## config.mk

```make
export PLATFORM = sky130hd
export DESIGN_NAME = lidar_packet_deframer
export DESIGN_NICKNAME = d
export VERILOG_FILES = /design/src/hw/rtl/ldf_pkg.sv /design/src/hw/rtl/ldf_ram.sv /design/src/hw/rtl/ldf_ctrl.sv /design/src/hw/rtl/ldf_datapath.sv /design/src/hw/rtl/lidar_packet_deframer.sv
export SDC_FILE = /design/constraint.sdc
export NUM_CORES = 1
export LEC_CHECK = 0
export BUFFER_PORTS_ARGS = -buffer_cell sky130_fd_sc_hd__buf_2
export CORE_ASPECT_RATIO = 0.6
export CORE_MARGIN = 2
export CORE_UTILIZATION = 45
export CTS_CLUSTER_SIZE = 10
export DETAILED_ROUTE_END_ITERATION = 8
export PLACE_DENSITY = 0.71
export SETUP_SLACK_MARGIN = 0.5
export SYNTH_ARGS = -nofsm -noshare
export SYNTH_HDL_FRONTEND = slang
export SYNTH_SLANG_ARGS = --single-unit
```

## constraint.sdc

```tcl
create_clock -name aclk -period 5.7 [get_ports aclk]
set_input_delay 0 -clock aclk [delete_from_list [all_inputs] [get_ports aclk]]
set_output_delay 0 -clock aclk [all_outputs]
set_load 0.005 [all_outputs]
```

## src/hw/rtl/ldf_pkg.sv

```systemverilog
// Shared types and constants for the lidar packet deframer.
package ldf_pkg;

    // Frame sync pair
    localparam logic [7:0] SYNC_FIRST  = 8'h55;
    localparam logic [7:0] SYNC_SECOND = 8'hAA;

    // Section lengths in bytes
    localparam int HEADER_BYTES = 6;
    localparam int FOOTER_BYTES = 4;
    localparam int WORD_BYTES   = 4;

    // Header byte positions
    localparam logic [2:0] HDR_LEAD     = 3'd0;
    localparam logic [2:0] HDR_COUNT    = 3'd1;
    localparam logic [2:0] HDR_SPEED_LO = 3'd2;
    localparam logic [2:0] HDR_SPEED_HI = 3'd3;
    localparam logic [2:0] HDR_ANGLE_LO = 3'd4;

    // Byte lanes of a little-endian word
    localparam logic [1:0] LANE_0 = 2'd0;
    localparam logic [1:0] LANE_1 = 2'd1;
    localparam logic [1:0] LANE_2 = 2'd2;
    localparam logic [1:0] LANE_3 = 2'd3;

    // Result field widths and stream packing
    localparam int INDEX_W  = 4;
    localparam int WORD_W   = 32;
    localparam int LEAD_W   = 8;
    localparam int SPEED_W  = 16;
    localparam int ANGLE_W  = 16;
    localparam int CHECK_W  = 32;
    localparam int FIELDS_W = INDEX_W + WORD_W + LEAD_W + SPEED_W + ANGLE_W + CHECK_W;
    localparam int M_TDATA_W = ((FIELDS_W + 7) / 8) * 8;
    localparam int M_PAD_W   = M_TDATA_W - FIELDS_W;

    // Controller states
    typedef enum logic [2:0] {
        ST_HUNT1,
        ST_HUNT2,
        ST_HEADER,
        ST_PAYLOAD,
        ST_FOOTER,
        ST_EMIT
    } ldf_state_t;

    // Controller to datapath commands
    typedef struct packed {
        logic cnt_clear;
        logic cnt_inc;
        logic take_header;
        logic take_payload;
        logic take_footer;
        logic idx_clear;
        logic idx_advance;
    } ldf_cmd_t;

    // Datapath to controller status
    typedef struct packed {
        logic sync_first;
        logic sync_second;
        logic hdr_end;
        logic pay_end;
        logic ftr_end;
        logic count_ok;
        logic emit_last;
    } ldf_status_t;

endpackage

```

## src/hw/rtl/ldf_ram.sv

```systemverilog
// Generic single-port-write, single-port-read RAM with registered read data.
module ldf_ram
    import ldf_pkg::*;
#(
    parameter int WIDTH = 32,
    parameter int DEPTH = 12
) (
    input  logic                                    aclk,
    input  logic                                    wr_en,
    input  logic [((DEPTH > 1) ? $clog2(DEPTH) : 1)-1:0] wr_addr,
    input  logic [WIDTH-1:0]                        wr_data,
    input  logic [((DEPTH > 1) ? $clog2(DEPTH) : 1)-1:0] rd_addr,
    output logic [WIDTH-1:0]                        rd_data
);

    logic [WIDTH-1:0] mem [DEPTH];
    logic [WIDTH-1:0] rd_data_reg;

    // Write port and registered read port
    always_ff @(posedge aclk) begin
        if (wr_en) begin
            mem[wr_addr] <= wr_data;
        end
        rd_data_reg <= mem[rd_addr];
    end

    assign rd_data = rd_data_reg;

endmodule

```

## src/hw/rtl/ldf_ctrl.sv

```systemverilog
// Controller state machine: sync hunt, section sequencing and result burst.
module ldf_ctrl
    import ldf_pkg::*;
(
    input  logic        aclk,
    input  logic        aresetn,
    input  logic        s_tvalid,
    output logic        s_tready,
    output logic        m_tvalid,
    input  logic        m_tready,
    input  ldf_status_t status,
    output ldf_cmd_t    cmd
);

    ldf_state_t state_reg;
    ldf_state_t state_next;
    logic       in_accept;

    // State register
    always_ff @(posedge aclk) begin
        if (!aresetn) begin
            state_reg <= ST_HUNT1;
        end else begin
            state_reg <= state_next;
        end
    end

    // Hold input off while the result burst is out
    assign s_tready  = (state_reg != ST_EMIT);
    assign in_accept = s_tvalid && s_tready;

    // Next state and commands
    always_comb begin
        state_next = state_reg;
        cmd        = '0;
        m_tvalid   = 1'b0;
        unique case (state_reg)
            ST_HUNT1: begin
                if (in_accept) begin
                    state_next = status.sync_first ? ST_HUNT2 : ST_HUNT1;
                end
            end
            ST_HUNT2: begin
                if (in_accept) begin
                    if (status.sync_second) begin
                        cmd.cnt_clear = 1'b1;
                        state_next    = ST_HEADER;
                    end else begin
                        state_next = ST_HUNT1;
                    end
                end
            end
            ST_HEADER: begin
                if (in_accept) begin
                    cmd.take_header = 1'b1;
                    if (status.hdr_end) begin
                        cmd.cnt_clear = 1'b1;
                        state_next    = status.count_ok ? ST_PAYLOAD : ST_HUNT1;
                    end else begin
                        cmd.cnt_inc = 1'b1;
                    end
                end
            end
            ST_PAYLOAD: begin
                if (in_accept) begin
                    cmd.take_payload = 1'b1;
                    if (status.pay_end) begin
                        cmd.cnt_clear = 1'b1;
                        state_next    = ST_FOOTER;
                    end else begin
                        cmd.cnt_inc = 1'b1;
                    end
                end
            end
            ST_FOOTER: begin
                if (in_accept) begin
                    cmd.take_footer = 1'b1;
                    if (status.ftr_end) begin
                        cmd.cnt_clear = 1'b1;
                        cmd.idx_clear = 1'b1;
                        state_next    = ST_EMIT;
                    end else begin
                        cmd.cnt_inc = 1'b1;
                    end
                end
            end
            ST_EMIT: begin
                m_tvalid = 1'b1;
                if (m_tready) begin
                    if (status.emit_last) begin
                        state_next = ST_HUNT1;
                    end else begin
                        cmd.idx_advance = 1'b1;
                    end
                end
            end
            default: begin
                state_next = ST_HUNT1;
            end
        endcase
    end

endmodule

```

## src/hw/rtl/ldf_datapath.sv

```systemverilog
// Datapath: byte counter, header and checksum registers, point store and readout.
module ldf_datapath
    import ldf_pkg::*;
#(
    parameter int POINTS_PER_PACKET = 12
) (
    input  logic                aclk,
    input  logic                aresetn,
    input  logic [7:0]          rx_byte,
    input  ldf_cmd_t            cmd,
    output ldf_status_t         status,
    output logic [INDEX_W-1:0]  point_index,
    output logic [WORD_W-1:0]   point_word,
    output logic [LEAD_W-1:0]   lead_byte,
    output logic [SPEED_W-1:0]  rotation_speed,
    output logic [ANGLE_W-1:0]  first_angle,
    output logic [CHECK_W-1:0]  packet_check
);

    localparam int PAYLOAD_BYTES = WORD_BYTES * POINTS_PER_PACKET;
    localparam int CNT_MAX = (PAYLOAD_BYTES > HEADER_BYTES) ? PAYLOAD_BYTES : HEADER_BYTES;
    localparam int CNT_W   = $clog2(CNT_MAX);
    localparam int ADDR_W  = (POINTS_PER_PACKET > 1) ? $clog2(POINTS_PER_PACKET) : 1;

    logic [CNT_W-1:0]   byte_count_reg;
    logic [ADDR_W-1:0]  idx_reg;
    logic [INDEX_W-1:0] pidx_reg;
    logic [7:0]         held_count_reg;
    logic [LEAD_W-1:0]  held_lead_reg;
    logic [SPEED_W-1:0] held_speed_reg;
    logic [ANGLE_W-1:0] held_angle_reg;
    logic [23:0]        word_partial_reg;
    logic [23:0]        check_partial_reg;
    logic [CHECK_W-1:0] check_reg;
    logic [ADDR_W-1:0]  rd_addr;
    logic               wr_en;

    // Section byte counter and readout index
    always_ff @(posedge aclk) begin
        if (!aresetn) begin
            byte_count_reg <= '0;
            idx_reg        <= '0;
            pidx_reg       <= '0;
        end else begin
            if (cmd.cnt_clear) begin
                byte_count_reg <= '0;
            end else if (cmd.cnt_inc) begin
                byte_count_reg <= byte_count_reg + 1'b1;
            end
            if (cmd.idx_clear) begin
                idx_reg  <= '0;
                pidx_reg <= '0;
            end else if (cmd.idx_advance) begin
                idx_reg  <= idx_reg + 1'b1;
                pidx_reg <= pidx_reg + 1'b1;
            end
        end
    end

    // Capture header, word and checksum bytes
    always_ff @(posedge aclk) begin
        if (cmd.take_header) begin
            unique case (byte_count_reg[2:0])
                HDR_LEAD:     held_lead_reg         <= rx_byte;
                HDR_COUNT:    held_count_reg        <= rx_byte;
                HDR_SPEED_LO: held_speed_reg[7:0]   <= rx_byte;
                HDR_SPEED_HI: held_speed_reg[15:8]  <= rx_byte;
                HDR_ANGLE_LO: held_angle_reg[7:0]   <= rx_byte;
                default:      held_angle_reg[15:8]  <= rx_byte;
            endcase
        end
        if (cmd.take_payload) begin
            case (byte_count_reg[1:0])
                LANE_0:  word_partial_reg[7:0]   <= rx_byte;
                LANE_1:  word_partial_reg[15:8]  <= rx_byte;
                LANE_2:  word_partial_reg[23:16] <= rx_byte;
                default: ;
            endcase
        end
        if (cmd.take_footer) begin
            case (byte_count_reg[1:0])
                LANE_0:  check_partial_reg[7:0]   <= rx_byte;
                LANE_1:  check_partial_reg[15:8]  <= rx_byte;
                LANE_2:  check_partial_reg[23:16] <= rx_byte;
                default: check_reg <= {rx_byte, check_partial_reg};
            endcase
        end
    end

    // Write a finished point word on its top byte
    assign wr_en = cmd.take_payload && (byte_count_reg[1:0] == LANE_3);

    // Read address leads the index so the next word is ready after a transaction
    always_comb begin
        if (cmd.idx_clear) begin
            rd_addr = '0;
        end else if (cmd.idx_advance) begin
            rd_addr = idx_reg + 1'b1;
        end else begin
            rd_addr = idx_reg;
        end
    end

    ldf_ram #(
        .WIDTH (WORD_W),
        .DEPTH (POINTS_PER_PACKET)
    ) u_point_store (
        .aclk    (aclk),
        .wr_en   (wr_en),
        .wr_addr (byte_count_reg[ADDR_W+1:2]),
        .wr_data ({rx_byte, word_partial_reg}),
        .rd_addr (rd_addr),
        .rd_data (point_word)
    );

    // Status to the controller
    assign status.sync_first  = (rx_byte == SYNC_FIRST);
    assign status.sync_second = (rx_byte == SYNC_SECOND);
    assign status.hdr_end     = (byte_count_reg == CNT_W'(HEADER_BYTES - 1));
    assign status.pay_end     = (byte_count_reg == CNT_W'(PAYLOAD_BYTES - 1));
    assign status.ftr_end     = (byte_count_reg == CNT_W'(FOOTER_BYTES - 1));
    assign status.count_ok    = (held_count_reg == 8'(POINTS_PER_PACKET));
    assign status.emit_last   = (idx_reg == ADDR_W'(POINTS_PER_PACKET - 1));

    assign point_index    = pidx_reg;
    assign lead_byte      = held_lead_reg;
    assign rotation_speed = held_speed_reg;
    assign first_angle    = held_angle_reg;
    assign packet_check   = check_reg;

endmodule

```

## src/hw/rtl/lidar_packet_deframer.sv

```systemverilog
// Lidar packet deframer top level: stream ports, controller and datapath.
//
// Usage: feed received serial bytes on the slave stream (s_tdata, one byte per
// transaction). The block hunts for the sync pair 0x55, 0xAA, takes a 6-byte
// header (lead byte, point count, speed LE, start angle LE), drops the packet
// if the count differs from POINTS_PER_PACKET, else stores 4*POINTS_PER_PACKET
// payload bytes as point words and a 4-byte checksum (not verified).
// The controller accepts one byte per cycle while framing.
// After the last checksum byte the master stream carries POINTS_PER_PACKET
// results, the first in the next cycle, then one per cycle while m_tready stays
// high; m_tlast marks the final point. The burst rate is set by the point
// store's registered read port, whose address runs one result ahead.
// During the burst s_tready is low; a stalled receiver holds the current
// result stable and holds the input off until the burst has drained.
// Reset (aresetn low, synchronous) returns the block to hunting the first
// sync byte with no result pending.
module lidar_packet_deframer
    import ldf_pkg::*;
#(
    parameter int POINTS_PER_PACKET = 12
) (
    input  logic                 aclk,
    input  logic                 aresetn,
    input  logic                 s_tvalid,
    output logic                 s_tready,
    input  logic [7:0]           s_tdata,   // [7:0] rx_byte
    output logic                 m_tvalid,
    input  logic                 m_tready,
    // [3:0] point_index, [35:4] point_word, [43:36] lead_byte,
    // [59:44] rotation_speed, [75:60] first_angle, [107:76] packet_check
    output logic [M_TDATA_W-1:0] m_tdata,
    output logic                 m_tlast    // last_point
);

    ldf_cmd_t           cmd;
    ldf_status_t        status;
    logic [INDEX_W-1:0] point_index;
    logic [WORD_W-1:0]  point_word;
    logic [LEAD_W-1:0]  lead_byte;
    logic [SPEED_W-1:0] rotation_speed;
    logic [ANGLE_W-1:0] first_angle;
    logic [CHECK_W-1:0] packet_check;

    ldf_ctrl u_ctrl (
        .aclk     (aclk),
        .aresetn  (aresetn),
        .s_tvalid (s_tvalid),
        .s_tready (s_tready),
        .m_tvalid (m_tvalid),
        .m_tready (m_tready),
        .status   (status),
        .cmd      (cmd)
    );

    ldf_datapath #(
        .POINTS_PER_PACKET (POINTS_PER_PACKET)
    ) u_datapath (
        .aclk           (aclk),
        .aresetn        (aresetn),
        .rx_byte        (s_tdata),
        .cmd            (cmd),
        .status         (status),
        .point_index    (point_index),
        .point_word     (point_word),
        .lead_byte      (lead_byte),
        .rotation_speed (rotation_speed),
        .first_angle    (first_angle),
        .packet_check   (packet_check)
    );

    // Pack result fields, lowest field first
    assign m_tdata = {{M_PAD_W{1'b0}}, packet_check, first_angle, rotation_speed,
                      lead_byte, point_word, point_index};
    assign m_tlast = status.emit_last;

endmodule

```

==> flow_results.org <==
** Yosys
- For this run, the leading register cell type out of synthesis is sky130_fd_sc_hd__edfxtp_1.
- Averaged over all synthesized cells, the footprint is roughly 16 µm².
- Async SR Flop Fraction :: 0%
- sky130_fd_sc_hd__edfxtp_1 takes more of the synthesized area than any other cell.
- For this run, the number of Yosys warnings is 0.
- Synth Cell Area :: 0.0210 mm²
- Unique masters post-synth :: 53
- Synthesis produced a netlist whose cell count is 1294.
- Number of synthesized register bits :: 561
- Synth top area cells :: sky130_fd_sc_hd__edfxtp_1 (73%), sky130_fd_sc_hd__dfxtp_1 (4.7%), sky130_fd_sc_hd__a211oi_1 (3.0%), sky130_fd_sc_hd__nand2_1 (2.9%), sky130_fd_sc_hd__and3_1 (1.9%)
- Number of flops mapped to enable cells by yosys :: 512
- Sequential element share of the synthesized area :: ~78%
- Top cell type's share of synthesized area :: 73.3%

** Placed design
- DP HPWL :: 26200 µm
- The count of buffers added on input and output ports is 122.
- Final weighted congestion of routability-driven global placement :: between 0.8 and 0.9

** Routing
- First-iteration detailed-routing DRC count :: roughly 1400
- Top routing layer used :: met4
- WL met3 :: about 4500 µm
- Total vias in the final route :: 12100
- In the final routed layout, each cell accounts on average for 23.2 µm.
- For this block, wires on met1 add up to ~22000 µm.
- The first detailed-routing pass took 6 iterations.
- The routed design has 49200 µm of wire.
- Vias per cell :: 5.71
- Total DRC errors in the routed layout :: 0
- Summed over all nets, wire length on met2 after detailed routing comes to 21700 µm.
- Post-route ant nets :: 0

** Setup path
- The largest single stage delay on the critical path is 0.95 ns.
- STA classifies the critical path endpoint as a flip-flop.
- Of all nets on the critical path, the largest fanout is 59.
- STA classifies the critical path startpoint as a flip-flop.
- For the worst flop-to-flop path, the logic depth is 9.
- The slowest stage of the critical path belongs to the cell sky130_fd_sc_hd__or3_2.
- Data on the critical path is required at its endpoint by roughly 6.2 ns.
- For the worst setup path, the data arrival time is 4.65 ns.
- By startpoint and endpoint, the worst setup path is classified as reg -> reg.
- The signal on the critical path passes through ha_1 -> nand3b_1 -> inv_1 -> or3_2 -> a21o_2 -> buf_4 -> nand2_1 -> a311oi_1 -> a211o_1.

** STA
- Post-layout minimum cycle time :: 4.14 ns
- For the pin with the worst max-slew slack, the measured transition is 1.25 ns.
- The number of pins exceeding their max-slew limit in the final report is 0.
- Between clock sinks in the finished design, the worst skew comes to 0.0227 ns.
- Endpoints failing hold :: 0
- Final setup fails :: 0
- Unrepaired setup endpoints after global routing :: false
- Max-Slew Margin vs Limit :: 16.7%
- Peak Freq :: between 200 and 250 MHz
- Summed over all failing endpoints, the final setup total negative slack is 0 ns.
- Part of the cycle the worst path needs :: 72.6%

** Die
- Die Wd :: 283 µm
- Total Die Area :: 0.0484 mm²
- From bottom edge to top edge, the die measures 171 µm.
- Starting utilization of the core area :: 45.4%
- Site Rows :: 61
- Area inside the core boundary :: 0.0462 mm²
- IO Count :: 127

** Clock tree
- Once the clock tree was built, the setup fixing pass inserted 0 buffers.
- Clock-pin slew reported for the worst setup and hold paths after clock tree synthesis :: 0.06 ns
- TritonCTS built the clock tree.
- # H-tree levels :: 3
- CTS root buf :: sky130_fd_sc_hd__clkbuf_16
- For the worst-skew pair, the clock arrives at the later sink with an insertion delay of 0.58 ns.
- In this run, post-CTS repair resized a total of 0 instances.
- Clk sink count :: 561
- After clock tree synthesis, the flow added hold-fix buffers numbering 11.
- Clock tree synthesis inserted a total of 66 buffers.
- In this run the deepest clock path goes through 3 buffers.

** Status
- The run finished with clean final reports.

** Global routing
- The via count of the first global-routing pass came to 11900.
- Maximum number of pins on one net before global-route repair :: 102
- After global routing the overflow that remains totals 0.
- For this run, the total global-route usage over all layers was measured as 20.4%.
- The number of antenna violations at the first check in global routing came to 0.
- The first global-routing pass estimated 73400 µm of wire.

** Power
- Summed over all cells, the static leakage comes to 0.00853 µW.
- In this run the power density over the cells is 342 mW/mm².
- The design draws 8300 µW.
- Worst IR Drop VDD :: 0.267 mV

** Worst hold path
- Path class of the lowest-slack min-delay path :: in -> reg
- Along the worst hold path, the cell count comes to 1.

** Finish
- From synthesis to final layout, the design area changed by 15.8%.
- The final layout contains about 1500 nets.
- 0 antenna diodes ended up in the layout.
- The register with the most flip-flops in the layout has 384 of them.
- Of the cells placed in the final design, the portion with a size suffix greater than 1 is 18.7%.

** Run
- Max-cap violations :: 0
-- Yosys cell counts, types with 3 or more instances --
cell,n
sky130_fd_sc_hd__edfxtp_1,512
sky130_fd_sc_hd__nand2_1,162
sky130_fd_sc_hd__a211oi_1,84
sky130_fd_sc_hd__a21oi_1,69
sky130_fd_sc_hd__and3_1,65
sky130_fd_sc_hd__dfxtp_1,49
sky130_fd_sc_hd__clkbuf_1,38
sky130_fd_sc_hd__mux2i_1,37
sky130_fd_sc_hd__a211o_1,32
sky130_fd_sc_hd__a311oi_1,30
sky130_fd_sc_hd__a21oi_2,28
sky130_fd_sc_hd__nor2_1,28
sky130_fd_sc_hd__buf_2,24
sky130_fd_sc_hd__nand3_1,13
sky130_fd_sc_hd__buf_4,11
sky130_fd_sc_hd__and2_1,10
sky130_fd_sc_hd__buf_6,10
sky130_fd_sc_hd__inv_1,9
sky130_fd_sc_hd__a221oi_1,8
sky130_fd_sc_hd__ha_1,8
sky130_fd_sc_hd__nor3_1,7
sky130_fd_sc_hd__nor4_1,5
sky130_fd_sc_hd__mux4_2,4
sky130_fd_sc_hd__nand3b_1,4
sky130_fd_sc_hd__nor4bb_1,4
sky130_fd_sc_hd__o21a_1,4
sky130_fd_sc_hd__xor2_1,4
sky130_fd_sc_hd__or3_1,3
-- metal layers --
| layer | GRT usage, % | vias to the layer above |
|---|---|---|
| li1 | - | 5333 |
| met1 | 30.3 | 6092 |
| met2 | 30.2 | 604 |
| met3 | 4.73 | 79 |
| met4 | 5.45 | 0 |
| met5 | 0 | - |
-- worst max-delay path: cells and delay by family, from the launching register on --
kind                     cells  cell delay, ns
AO/OA/AOI/OAI                3            1.40
AND/OR/NAND/NOR              3            1.19
buffers and inverters        2            0.75
flip-flops                   1            0.43
adder cells (fa/ha/maj)      1            0.24
-- area by class of cell --
cell class | count | area, µm²
clock inverters | 3 | 26.3
clock buffers | 115 | 1900
flip-flops and latches | 561 | 16400
multi-input cells | 642 | 4260
fillers | 3669 | 21900
repair buffers | 160 | 936
inverters | 9 | 33.8
well taps | 630 | 788
-- cells by family after synthesis --
| kind of cell | after synthesis | share of synthesized area [%] |
|---|---|---|
| DFF | 561 | 78.0 |
| AOI/OAI and AO/OA | 268 | 9.39 |
| adders and majority gates | 8 | 0.477 |
| other | 1 | 0.0179 |
| and+or+nand+nor | 314 | 7.27 |
| muxes | 42 | 2.25 |
| buffers and inverters | 94 | 2.38 |
| xor gates and xnor gates | 6 | 0.250 |
-- final timing paths --
check,start,to,slack (ns)
setup / recovery,u_datapath.idx_reg[0]$_SDFF_PN0_,u_datapath.u_point_store.rd_data[16]$_DFF_P_,1.56
hold / removal,s_tdata[7],u_datapath.u_point_store.mem[2][31]$_DFFE_PP_,0.02
setup reg to reg,u_datapath.idx_reg[0]$_SDFF_PN0_,u_datapath.u_point_store.rd_data[16]$_DFF_P_,1.56
hold reg to reg,u_datapath.check_partial_reg[4]$_DFFE_PP_,u_datapath.packet_check[4]$_DFFE_PP_,0.41
-- cell usage in the layout (no fill, tap or decap), types with 5 or more instances in the layout --
cell / instances
sky130_fd_sc_hd__nor2_1: 19
sky130_fd_sc_hd__a21oi_2: 28
sky130_fd_sc_hd__and3_1: 64
sky130_fd_sc_hd__clkbuf_1: 46
sky130_fd_sc_hd__buf_4: 26
sky130_fd_sc_hd__mux2i_1: 37
sky130_fd_sc_hd__a211oi_1: 84
sky130_fd_sc_hd__buf_2: 122
sky130_fd_sc_hd__dfxtp_1: 49
sky130_fd_sc_hd__nor3_1: 5
sky130_fd_sc_hd__nand2_1: 161
sky130_fd_sc_hd__and2_1: 10
sky130_fd_sc_hd__inv_1: 9
sky130_fd_sc_hd__a21oi_1: 69
sky130_fd_sc_hd__a311oi_1: 30
sky130_fd_sc_hd__nor2_4: 9
sky130_fd_sc_hd__clkbuf_16: 69
sky130_fd_sc_hd__a211o_1: 32
sky130_fd_sc_hd__edfxtp_1: 512
sky130_fd_sc_hd__nand3_1: 12
sky130_fd_sc_hd__dlygate4sd3_1: 11
sky130_fd_sc_hd__ha_1: 8
sky130_fd_sc_hd__a221oi_1: 8
-- metrics by stage --
stage | instance area, µm² | setup slack (ns) | utilization (%) | hold slack, ns | cells
final | 24300 | 1.56 | 52.6 | 0.0187 | 2120
after global routing | 24300 | 1.40 | 52.6 | 0.0165 | 2120
after CTS | 24300 | 1.67 | 52.6 | 0.00573 | 2120
after detailed placement | 22300 | 1.69 | 48.2 | 0.314 | 1991
after global placement | 22300 | 1.81 | 48.2 | 0.314 | 1991
after floorplan | 21000 | 0.983 | - | 0.0989 | 1297
-- power breakdown --
group | leakage [µW] | internal, µW | switching [µW]
sequential | 0.00501 | 4450 | 4.06
clock | 0.000918 | 2250 | 1540
combinational | 0.00260 | 14.8 | 46.0
Power figures use the tool's default switching activity.
